===== config.mk =====
export PLATFORM = sky130hd
export DESIGN_NAME = palette_gradient_sampler_flat
export DESIGN_NICKNAME = d
export VERILOG_FILES = /design/src/hw/rtl/pgs_pkg.sv /design/src/hw/rtl/pgs_if.sv /design/src/hw/rtl/pgs_key_sel.sv /design/src/hw/rtl/pgs_blend.sv /design/src/hw/rtl/palette_gradient_sampler.sv /design/src/flat_wrapper.sv
export SDC_FILE = /design/constraint.sdc
export NUM_CORES = 1
export LEC_CHECK = 0
export BUFFER_PORTS_ARGS = -buffer_cell sky130_fd_sc_hd__buf_2
export CORE_UTILIZATION = 55
export CTS_CLUSTER_SIZE = 30
export DETAILED_ROUTE_END_ITERATION = 8
export HOLD_SLACK_MARGIN = 0.12
export PLACE_DENSITY = 0.8
export SETUP_SLACK_MARGIN = 0.02
export SLEW_MARGIN = 20
export SYNTH_ARGS = -nofsm -noshare
export SYNTH_HDL_FRONTEND = slang
export SYNTH_HIERARCHICAL = 1
export SYNTH_SLANG_ARGS = --single-unit

===== constraint.sdc =====
create_clock -name clk -period 22.5 [get_ports clk]
set_input_delay 4.5 -clock clk [delete_from_list [all_inputs] [get_ports clk]]
set_output_delay 4.5 -clock clk [all_outputs]
set_load 0.005 [all_outputs]

===== src/hw/rtl/pgs_pkg.sv =====
// ----------------------------------------------------------------------------
// pgs_pkg
// Shared types, widths and the palette key table of the gradient sampler.
// ----------------------------------------------------------------------------
`default_nettype none

package pgs_pkg;

    // fixed field widths
    localparam int SEL_W     = 2;
    localparam int POS_W     = 17;
    localparam int CH_W      = 8;
    localparam int SPAN_W    = 3;
    localparam int KEY_IDX_W = 4;

    // palette codes
    localparam logic [SEL_W-1:0] SEL_OCEAN   = 2'd0;
    localparam logic [SEL_W-1:0] SEL_SUNSET  = 2'd1;
    localparam logic [SEL_W-1:0] SEL_RAINBOW = 2'd2;

    typedef struct packed {
        logic [CH_W-1:0] r;
        logic [CH_W-1:0] g;
        logic [CH_W-1:0] b;
    } color_t;

    // first key of a palette in the key table, unknown codes fall back to ocean
    function automatic logic [KEY_IDX_W-1:0] pal_base(input logic [SEL_W-1:0] sel);
        logic [KEY_IDX_W-1:0] base;
        unique case (sel)
            SEL_SUNSET:  base = 4'd3;
            SEL_RAINBOW: base = 4'd6;
            default:     base = 4'd0;
        endcase
        return base;
    endfunction

    // key count minus one
    function automatic logic [SPAN_W-1:0] pal_span(input logic [SEL_W-1:0] sel);
        logic [SPAN_W-1:0] span;
        unique case (sel)
            SEL_RAINBOW: span = 3'd6;
            default:     span = 3'd2;
        endcase
        return span;
    endfunction

    // constant key table: ocean, sunset, rainbow back to back
    function automatic color_t key_rom(input logic [KEY_IDX_W-1:0] idx);
        color_t key;
        unique case (idx)
            4'd0:    key = '{r: 8'd0,   g: 8'd64,  b: 8'd128};
            4'd1:    key = '{r: 8'd0,   g: 8'd160, b: 8'd255};
            4'd2:    key = '{r: 8'd0,   g: 8'd64,  b: 8'd128};
            4'd3:    key = '{r: 8'd255, g: 8'd80,  b: 8'd0};
            4'd4:    key = '{r: 8'd255, g: 8'd0,   b: 8'd64};
            4'd5:    key = '{r: 8'd64,  g: 8'd0,   b: 8'd96};
            4'd6:    key = '{r: 8'd255, g: 8'd0,   b: 8'd0};
            4'd7:    key = '{r: 8'd255, g: 8'd127, b: 8'd0};
            4'd8:    key = '{r: 8'd255, g: 8'd255, b: 8'd0};
            4'd9:    key = '{r: 8'd0,   g: 8'd255, b: 8'd0};
            4'd10:   key = '{r: 8'd0,   g: 8'd0,   b: 8'd255};
            4'd11:   key = '{r: 8'd75,  g: 8'd0,   b: 8'd130};
            4'd12:   key = '{r: 8'd148, g: 8'd0,   b: 8'd211};
            default: key = '{r: 8'd0,   g: 8'd0,   b: 8'd0};
        endcase
        return key;
    endfunction

endpackage

`default_nettype wire


===== src/hw/rtl/pgs_if.sv =====
// ----------------------------------------------------------------------------
// pgs_if
// Valid/ready channels of the gradient sampler: sample request and colour.
// ----------------------------------------------------------------------------
`default_nettype none

// request channel: palette and position
interface pgs_sample_if;
    logic                         valid;
    logic                         ready;
    logic [pgs_pkg::SEL_W-1:0]    palette_sel;
    logic [pgs_pkg::POS_W-1:0]    position;

    modport source (output valid, output palette_sel, output position, input ready);
    modport sink   (input valid, input palette_sel, input position, output ready);
endinterface

// result channel: one rgb888 colour
interface pgs_color_if;
    logic                         valid;
    logic                         ready;
    logic [pgs_pkg::CH_W-1:0]     red;
    logic [pgs_pkg::CH_W-1:0]     green;
    logic [pgs_pkg::CH_W-1:0]     blue;

    modport source (output valid, output red, output green, output blue, input ready);
    modport sink   (input valid, input red, input green, input blue, output ready);
endinterface

`default_nettype wire


===== src/hw/rtl/pgs_key_sel.sv =====
// ----------------------------------------------------------------------------
// pgs_key_sel
// Scales the position by the key count minus one and picks the two keys.
// ----------------------------------------------------------------------------
`default_nettype none

module pgs_key_sel #(
    parameter int FRAC_BITS = 16
) (
    input  wire logic [pgs_pkg::SEL_W-1:0] palette_sel,
    input  wire logic [pgs_pkg::POS_W-1:0] position,
    output pgs_pkg::color_t                key_lo,
    output pgs_pkg::color_t                key_hi,
    output logic [FRAC_BITS-1:0]           frac
);
    import pgs_pkg::*;

    // wide enough for position times six and for the fraction itself
    localparam int SCALED_W = (FRAC_BITS + SPAN_W > POS_W + SPAN_W) ?
                              FRAC_BITS + SPAN_W : POS_W + SPAN_W;

    logic [KEY_IDX_W-1:0] base;
    logic [SPAN_W-1:0]    span;
    logic [SCALED_W-1:0]  scaled;
    logic [SCALED_W-1:0]  idx;
    logic                 at_end;
    logic [KEY_IDX_W-1:0] lo_idx;
    logic [KEY_IDX_W-1:0] last_idx;

    // scaled position, integer part and fraction
    always_comb
    begin
        base     = pal_base(palette_sel);
        span     = pal_span(palette_sel);
        scaled   = SCALED_W'(position) * SCALED_W'(span);
        idx      = scaled >> FRAC_BITS;
        at_end   = (idx >= SCALED_W'(span));
        lo_idx   = base + KEY_IDX_W'(idx[SPAN_W-1:0]);
        last_idx = base + KEY_IDX_W'(span);
    end

    // at or past the last key both ends are the last key with zero weight
    always_comb
    begin
        if (at_end)
        begin
            key_lo = key_rom(last_idx);
            key_hi = key_rom(last_idx);
            frac   = '0;
        end
        else
        begin
            key_lo = key_rom(lo_idx);
            key_hi = key_rom(lo_idx + KEY_IDX_W'(1));
            frac   = scaled[FRAC_BITS-1:0];
        end
    end

endmodule

`default_nettype wire


===== src/hw/rtl/pgs_blend.sv =====
// ----------------------------------------------------------------------------
// pgs_blend
// Linear blend of one colour channel between two keys by a fixed-point weight.
// ----------------------------------------------------------------------------
`default_nettype none

module pgs_blend #(
    parameter int FRAC_BITS = 16
) (
    input  wire logic [pgs_pkg::CH_W-1:0] lo,
    input  wire logic [pgs_pkg::CH_W-1:0] hi,
    input  wire logic [FRAC_BITS-1:0]     frac,
    output logic [pgs_pkg::CH_W-1:0]      level
);
    import pgs_pkg::*;

    localparam int SUM_W = FRAC_BITS + CH_W + 2;

    logic signed [CH_W:0]    diff;
    logic signed [SUM_W-1:0] base;
    logic signed [SUM_W-1:0] prod;
    logic signed [SUM_W-1:0] sum;

    // lo * 2^f + (hi - lo) * frac, never negative, then drop the fraction
    always_comb
    begin
        diff  = $signed({1'b0, hi}) - $signed({1'b0, lo});
        base  = $signed({2'b00, lo, {FRAC_BITS{1'b0}}});
        prod  = diff * $signed({1'b0, frac});
        sum   = base + prod;
        level = sum[FRAC_BITS+CH_W-1:FRAC_BITS];
    end

endmodule

`default_nettype wire


===== src/hw/rtl/palette_gradient_sampler.sv =====
// ----------------------------------------------------------------------------
// palette_gradient_sampler
// Palette gradient lookup: one rgb888 colour per palette and position item.
// ----------------------------------------------------------------------------
// Usage
//   sample : palette_sel (0 ocean, 1 sunset, 2 rainbow, 3 as ocean) and an
//            unsigned position with FRAC_BITS fraction bits; 1.0 and above
//            return the last key of the palette.
//   color  : red, green, blue of the blended colour, one item per sample.
//   Both channels move an item when valid and ready are high at a clock edge.
// Pipeline
//   Two register stages: a sample register, then the key select and three
//   channel multipliers feeding the result register behind color.valid;
//   one item per cycle is sustained while color.ready stays high.
// Reset
//   rst_n clears both stage valid flags; nothing else needs clearing.
// Stall
//   A stalled result holds in the result register; the sample stage keeps
//   accepting until it is also full, then sample.ready drops.
// ----------------------------------------------------------------------------
`default_nettype none

module palette_gradient_sampler #(
    parameter int FRAC_BITS = 16
) (
    input  wire logic   clk,
    input  wire logic   rst_n,
    pgs_sample_if.sink  sample,
    pgs_color_if.source color
);
    import pgs_pkg::*;

    logic             s1_valid_reg;
    logic             s1_valid_next;
    logic [SEL_W-1:0] s1_sel_reg;
    logic [POS_W-1:0] s1_pos_reg;
    logic             out_valid_reg;
    logic             out_valid_next;
    color_t           out_color_reg;
    color_t           out_color_next;

    logic                 out_free;
    logic                 s1_free;
    color_t               key_lo;
    color_t               key_hi;
    logic [FRAC_BITS-1:0] frac;

    // stage advance conditions
    assign out_free     = !out_valid_reg || color.ready;
    assign s1_free      = !s1_valid_reg || out_free;
    assign sample.ready = s1_free;

    // sample register
    assign s1_valid_next = s1_free ? sample.valid : s1_valid_reg;

    always_ff @(posedge clk or negedge rst_n)
    begin
        if (!rst_n)
        begin
            s1_valid_reg <= 1'b0;
        end
        else
        begin
            s1_valid_reg <= s1_valid_next;
        end
    end

    always_ff @(posedge clk)
    begin
        if (sample.valid && s1_free)
        begin
            s1_sel_reg <= sample.palette_sel;
            s1_pos_reg <= sample.position;
        end
    end

    // key selection and channel blends
    pgs_key_sel #(
        .FRAC_BITS (FRAC_BITS)
    ) u_key_sel (
        .palette_sel (s1_sel_reg),
        .position    (s1_pos_reg),
        .key_lo      (key_lo),
        .key_hi      (key_hi),
        .frac        (frac)
    );

    pgs_blend #(
        .FRAC_BITS (FRAC_BITS)
    ) u_blend_r (
        .lo    (key_lo.r),
        .hi    (key_hi.r),
        .frac  (frac),
        .level (out_color_next.r)
    );

    pgs_blend #(
        .FRAC_BITS (FRAC_BITS)
    ) u_blend_g (
        .lo    (key_lo.g),
        .hi    (key_hi.g),
        .frac  (frac),
        .level (out_color_next.g)
    );

    pgs_blend #(
        .FRAC_BITS (FRAC_BITS)
    ) u_blend_b (
        .lo    (key_lo.b),
        .hi    (key_hi.b),
        .frac  (frac),
        .level (out_color_next.b)
    );

    // result register
    assign out_valid_next = out_free ? s1_valid_reg : out_valid_reg;

    always_ff @(posedge clk or negedge rst_n)
    begin
        if (!rst_n)
        begin
            out_valid_reg <= 1'b0;
        end
        else
        begin
            out_valid_reg <= out_valid_next;
        end
    end

    always_ff @(posedge clk)
    begin
        if (s1_valid_reg && out_free)
        begin
            out_color_reg <= out_color_next;
        end
    end

    assign color.valid = out_valid_reg;
    assign color.red   = out_color_reg.r;
    assign color.green = out_color_reg.g;
    assign color.blue  = out_color_reg.b;

    // an accepted item lands in the sample stage
    a_accept_fills_s1 : assert property (
        @(posedge clk) disable iff (!rst_n)
        sample.valid && sample.ready |=> s1_valid_reg
    ) else $error("accepted item did not reach the sample stage");

    // a sample-stage item moving on shows up as a result
    a_s1_moves_to_out : assert property (
        @(posedge clk) disable iff (!rst_n)
        s1_valid_reg && out_free |=> color.valid
    ) else $error("sample stage item lost on its way to the result register");

    // a blocked sample stage keeps its item
    a_s1_holds : assert property (
        @(posedge clk) disable iff (!rst_n)
        s1_valid_reg && !out_free |=> s1_valid_reg && $stable(s1_pos_reg)
            && $stable(s1_sel_reg)
    ) else $error("sample stage changed while blocked");

    // no new item accepted while both stages are full and stalled
    a_no_overrun : assert property (
        @(posedge clk) disable iff (!rst_n)
        s1_valid_reg && color.valid && !color.ready |-> !sample.ready
    ) else $error("sample accepted with both stages full");

endmodule

`default_nettype wire


===== src/flat_wrapper.sv =====
// flat-port wrapper written by rule: the top's interface ports become plain ports
module palette_gradient_sampler_flat import pgs_pkg::*;
#(
    parameter int FRAC_BITS = 16
)
  (clk, rst_n, sample_valid, sample_palette_sel, sample_position, sample_ready, color_valid, color_red, color_green, color_blue, color_ready);
  pgs_sample_if sample_i ();
  pgs_color_if color_i ();
  input  wire logic clk;
  input  wire logic rst_n;
  input wire logic [$bits(sample_i.valid)-1:0] sample_valid;
  input wire logic [$bits(sample_i.palette_sel)-1:0] sample_palette_sel;
  input wire logic [$bits(sample_i.position)-1:0] sample_position;
  output wire logic [$bits(sample_i.ready)-1:0] sample_ready;
  output wire logic [$bits(color_i.valid)-1:0] color_valid;
  output wire logic [$bits(color_i.red)-1:0] color_red;
  output wire logic [$bits(color_i.green)-1:0] color_green;
  output wire logic [$bits(color_i.blue)-1:0] color_blue;
  input wire logic [$bits(color_i.ready)-1:0] color_ready;
  assign sample_i.valid = sample_valid;
  assign sample_i.palette_sel = sample_palette_sel;
  assign sample_i.position = sample_position;
  assign sample_ready = sample_i.ready;
  assign color_valid = color_i.valid;
  assign color_red = color_i.red;
  assign color_green = color_i.green;
  assign color_blue = color_i.blue;
  assign color_i.ready = color_ready;
  palette_gradient_sampler #(.FRAC_BITS(FRAC_BITS)) u_core (.clk(clk), .rst_n(rst_n), .sample(sample_i), .color(color_i));
endmodule

==> key figures <==
Clocking
  – PostCTS Resize Cnt: 0
  – Clock Latency Late Sink: 0.32 ns
  – Hold buffers post-CTS: 0
  – CTS tree: done
  – Clock Tree Buf Depth: 2
  – Clock sinks: 45
  – Post-CTS Setup Inserts: 0
  – H-tree depth: 2
  – Clk slew on worst S/H paths: 0.08 ns
  – CTS Root Cell: clkbuf_16
  – Total CTS buffers: 5

Flow run
  – Maximum capacitance violations: 0

Global route
  – Vias in the first global route: 14760
  – First-pass GRT wire length: 72020 um
  – Largest net degree at the start of global routing: 34
  – GRT Residual Overflow: 0
  – GRT Overall Usage: 0.2677
  – Antenna violations before repair: 0

Worst setup path
  – CP Capture Type: register
  – Setup crit start kind: register
  – CP Max Fanout: 21
  – Most Frequent Cell on Critical Path: ha_1
  – Worst R2R Setup Slack: 9.65 ns
  – Setup crit start: u_core/s1_sel_reg[0]
  – CP max stage delay: 0.89 ns
  – Worst path required time: 22.58 ns
  – Slowest CP cell: o211ai_2
  – Setup Crit Path Kind: reg -> reg
  – Worst path arrival time: 12.93 ns
  – RR Startpoint: u_core/s1_sel_reg[0]

Floorplanning
  – Starting Density: 0.5654
  – Width of the die: 185.8 um
  – Num rows: 66
  – Core Region: 32870 um2
  – Die Height: 185.8 um
  – IO Pins: 49
  – Die area: 34520 um2

Run status
  – Status: complete, no violations

Logic synthesis
  – Most common cell in the netlist: fa_1
  – Post-synthesis xor/xnor area fraction: 0.02936
  – Adder-Cell Fraction of Synth Area: 0.4922
  – Register area share after synthesis: 0.07218
  – Synth Flop Type: edfxtp_1
  – Ys Warns: 6
  – Simple-Gate Fraction of Synth Area: 0.2035
  – Mux cell area share after synthesis: 0.04121
  – Post-Syn Area: 18580 um2
  – Leading cell types by count after synthesis: fa_1, inv_1, ha_1
  – EDFF count, synth: 43
  – Top cells by area, synth: fa_1, ha_1, edfxtp_1
  – Largest family of logic cells by synthesized area: adder cells
  – Net Count, Synth: 2554
  – Synth Instances: 1992
  – Post-synth top area share: 0.3448
  – Flops & latches, synth: 45
  – Compound-Gate Fraction of Synth Area: 0.07461
  – Synth async-reset ratio: 0.04444
  – Syn Area/Cell: 9.328 um2
  – Number of library cell types mapped by synthesis: 87
  – Post-synth top area cell: fa_1

Timing
  – Fmax: 77.81 MHz
  – Setup TNS: 0 ns
  – Tcrit/Tclk final: 0.5712
  – Setup violations, final: 0
  – Max-slew headroom: 0.2560
  – Worst Skew: 0.008700 ns
  – Worst-Margin Slew: 1.113 ns
  – Final Max Tran Viols: 0
  – Fin. Hold Viols: 0
  – Tmin final: 12.85 ns
  – Unrepaired setup endpoints after global routing: no

Hold path
  – Worst min path class: reg -> reg
  – Hold Path Origin: u_core/s1_valid_reg

Placed design
  – IO buf count: 48
  – Placed Area: 19260 um2
  – DP Wirelength: 32870 um
  – Gp weighted congestion: 0.9170

Drt
  – Highest routed layer: met4
  – Post-Route WL: 43190 um
  – Met3 wire len: 2326 um
  – DRT iter0 DRCs: 814
  – Routed length on met2: 21310 um
  – Routed wire per std cell: 17.69 um
  – Post-route antenna net violation count: 0
  – Detailed-route DRC error count: 0
  – Met1 WL: 18120 um
  – Pre-antenna DRT Iters: 5
  – DR vias/cell: 5.697
  – Vias: 13910

Final layout
  – Share of cells above drive strength 1: 0.07254
  – FILL cells: 2876
  – Final Net Count: 2560
  – Multi-input gate area in the final layout: 15710 um2
  – Max reg flops: 17
  – Seq. cell area: 1341 um2
  – Synth-to-Final Area Change: 4.592%
  – Final instance area: 19430 um2
==> cell type report <==
cell class / instances / area share
Multi-Input combinational cell: 1552 / 0.8081
Antenna cell: 1 / 0.0001288
Sequential cell: 45 / 0.06901
Tap cell: 442 / 0.02846
Clock inverter: 3 / 0.002511
Clock buffer: 5 / 0.006438
Inverter: 314 / 0.06065
Timing Repair Buffer: 80 / 0.02472
==> placed cells by master (no fill, tap or decap), types with 13 or more instances in the layout <==
| cell | n |
|---|---|
| mux2i_1 | 63 |
| ha_1 | 219 |
| nor2_1 | 87 |
| o21a_1 | 13 |
| o21ai_0 | 27 |
| inv_1 | 313 |
| nor2b_1 | 15 |
| nand3_1 | 19 |
| xnor2_1 | 41 |
| edfxtp_1 | 43 |
| nor3_1 | 13 |
| nand2b_1 | 140 |
| xor2_1 | 13 |
| and2_1 | 168 |
| nand2_1 | 142 |
| buf_4 | 32 |
| fa_1 | 320 |
| a21oi_1 | 45 |
| nor3b_1 | 46 |
| buf_2 | 48 |
==> per-stage QoR <==
step / util / worst slack (ns) / cells / hold slack (ns)
after floorplan: - / 11.75 / 1992 / 0.5113
after global placement: 0.5859 / 10.12 / 2433 / 0.5282
after detailed placement: 0.5859 / 9.739 / 2433 / 0.5416
after CTS: 0.5912 / 9.712 / 2441 / 0.5705
after global routing: 0.5913 / 8.774 / 2441 / 0.6112
final: 0.5913 / 9.647 / 2442 / 0.5661
==> per-layer routing <==
layer,up-vias,GRT usage
met5,-,0
li1,6387,-
met2,442,0.4573
met1,6999,0.3391
met4,0,0.1111
met3,84,0.03894
==> path summary, 6_finish.rpt <==
kind                                              end  depth (start not counted)
worst max-delay path            u_core/color.green[2]                         41
worst min-delay path               u_core/color.valid                          1
worst max register to register  u_core/color.green[2]                         41
worst min register to register     u_core/color.valid                          1
max in group asynchronous          u_core/color.valid                          1
min in group asynchronous         u_core/s1_valid_reg                          1
==> worst max-delay path, delay by kind of cell, from the launching register on <==
family | cells | cell delay [ns]
XOR/XNOR | 2 | 0.30
AND/OR/NAND/NOR | 6 | 1.73
adder cells (fa/ha/maj) | 14 | 6.16
multiplexers | 1 | 0.44
flip-flops | 1 | 0.42
buffers and inverters | 5 | 0.40
AO/OA/AOI/OAI | 13 | 3.18
==> cell families (layout without fill, tap and decap cells) <==
family | Yosys count | after routing
compound gates | 195 | 195
xor+xnor | 59 | 59
fa+ha+maj | 539 | 539
buf+inv | 395 | 402
flops | 45 | 45
mux | 75 | 75
other cells | 1 | 2
simple gates | 683 | 683
Power is not shown: default switching activity piles up to over one toggle a cycle in this logic, so the estimate is an artifact.
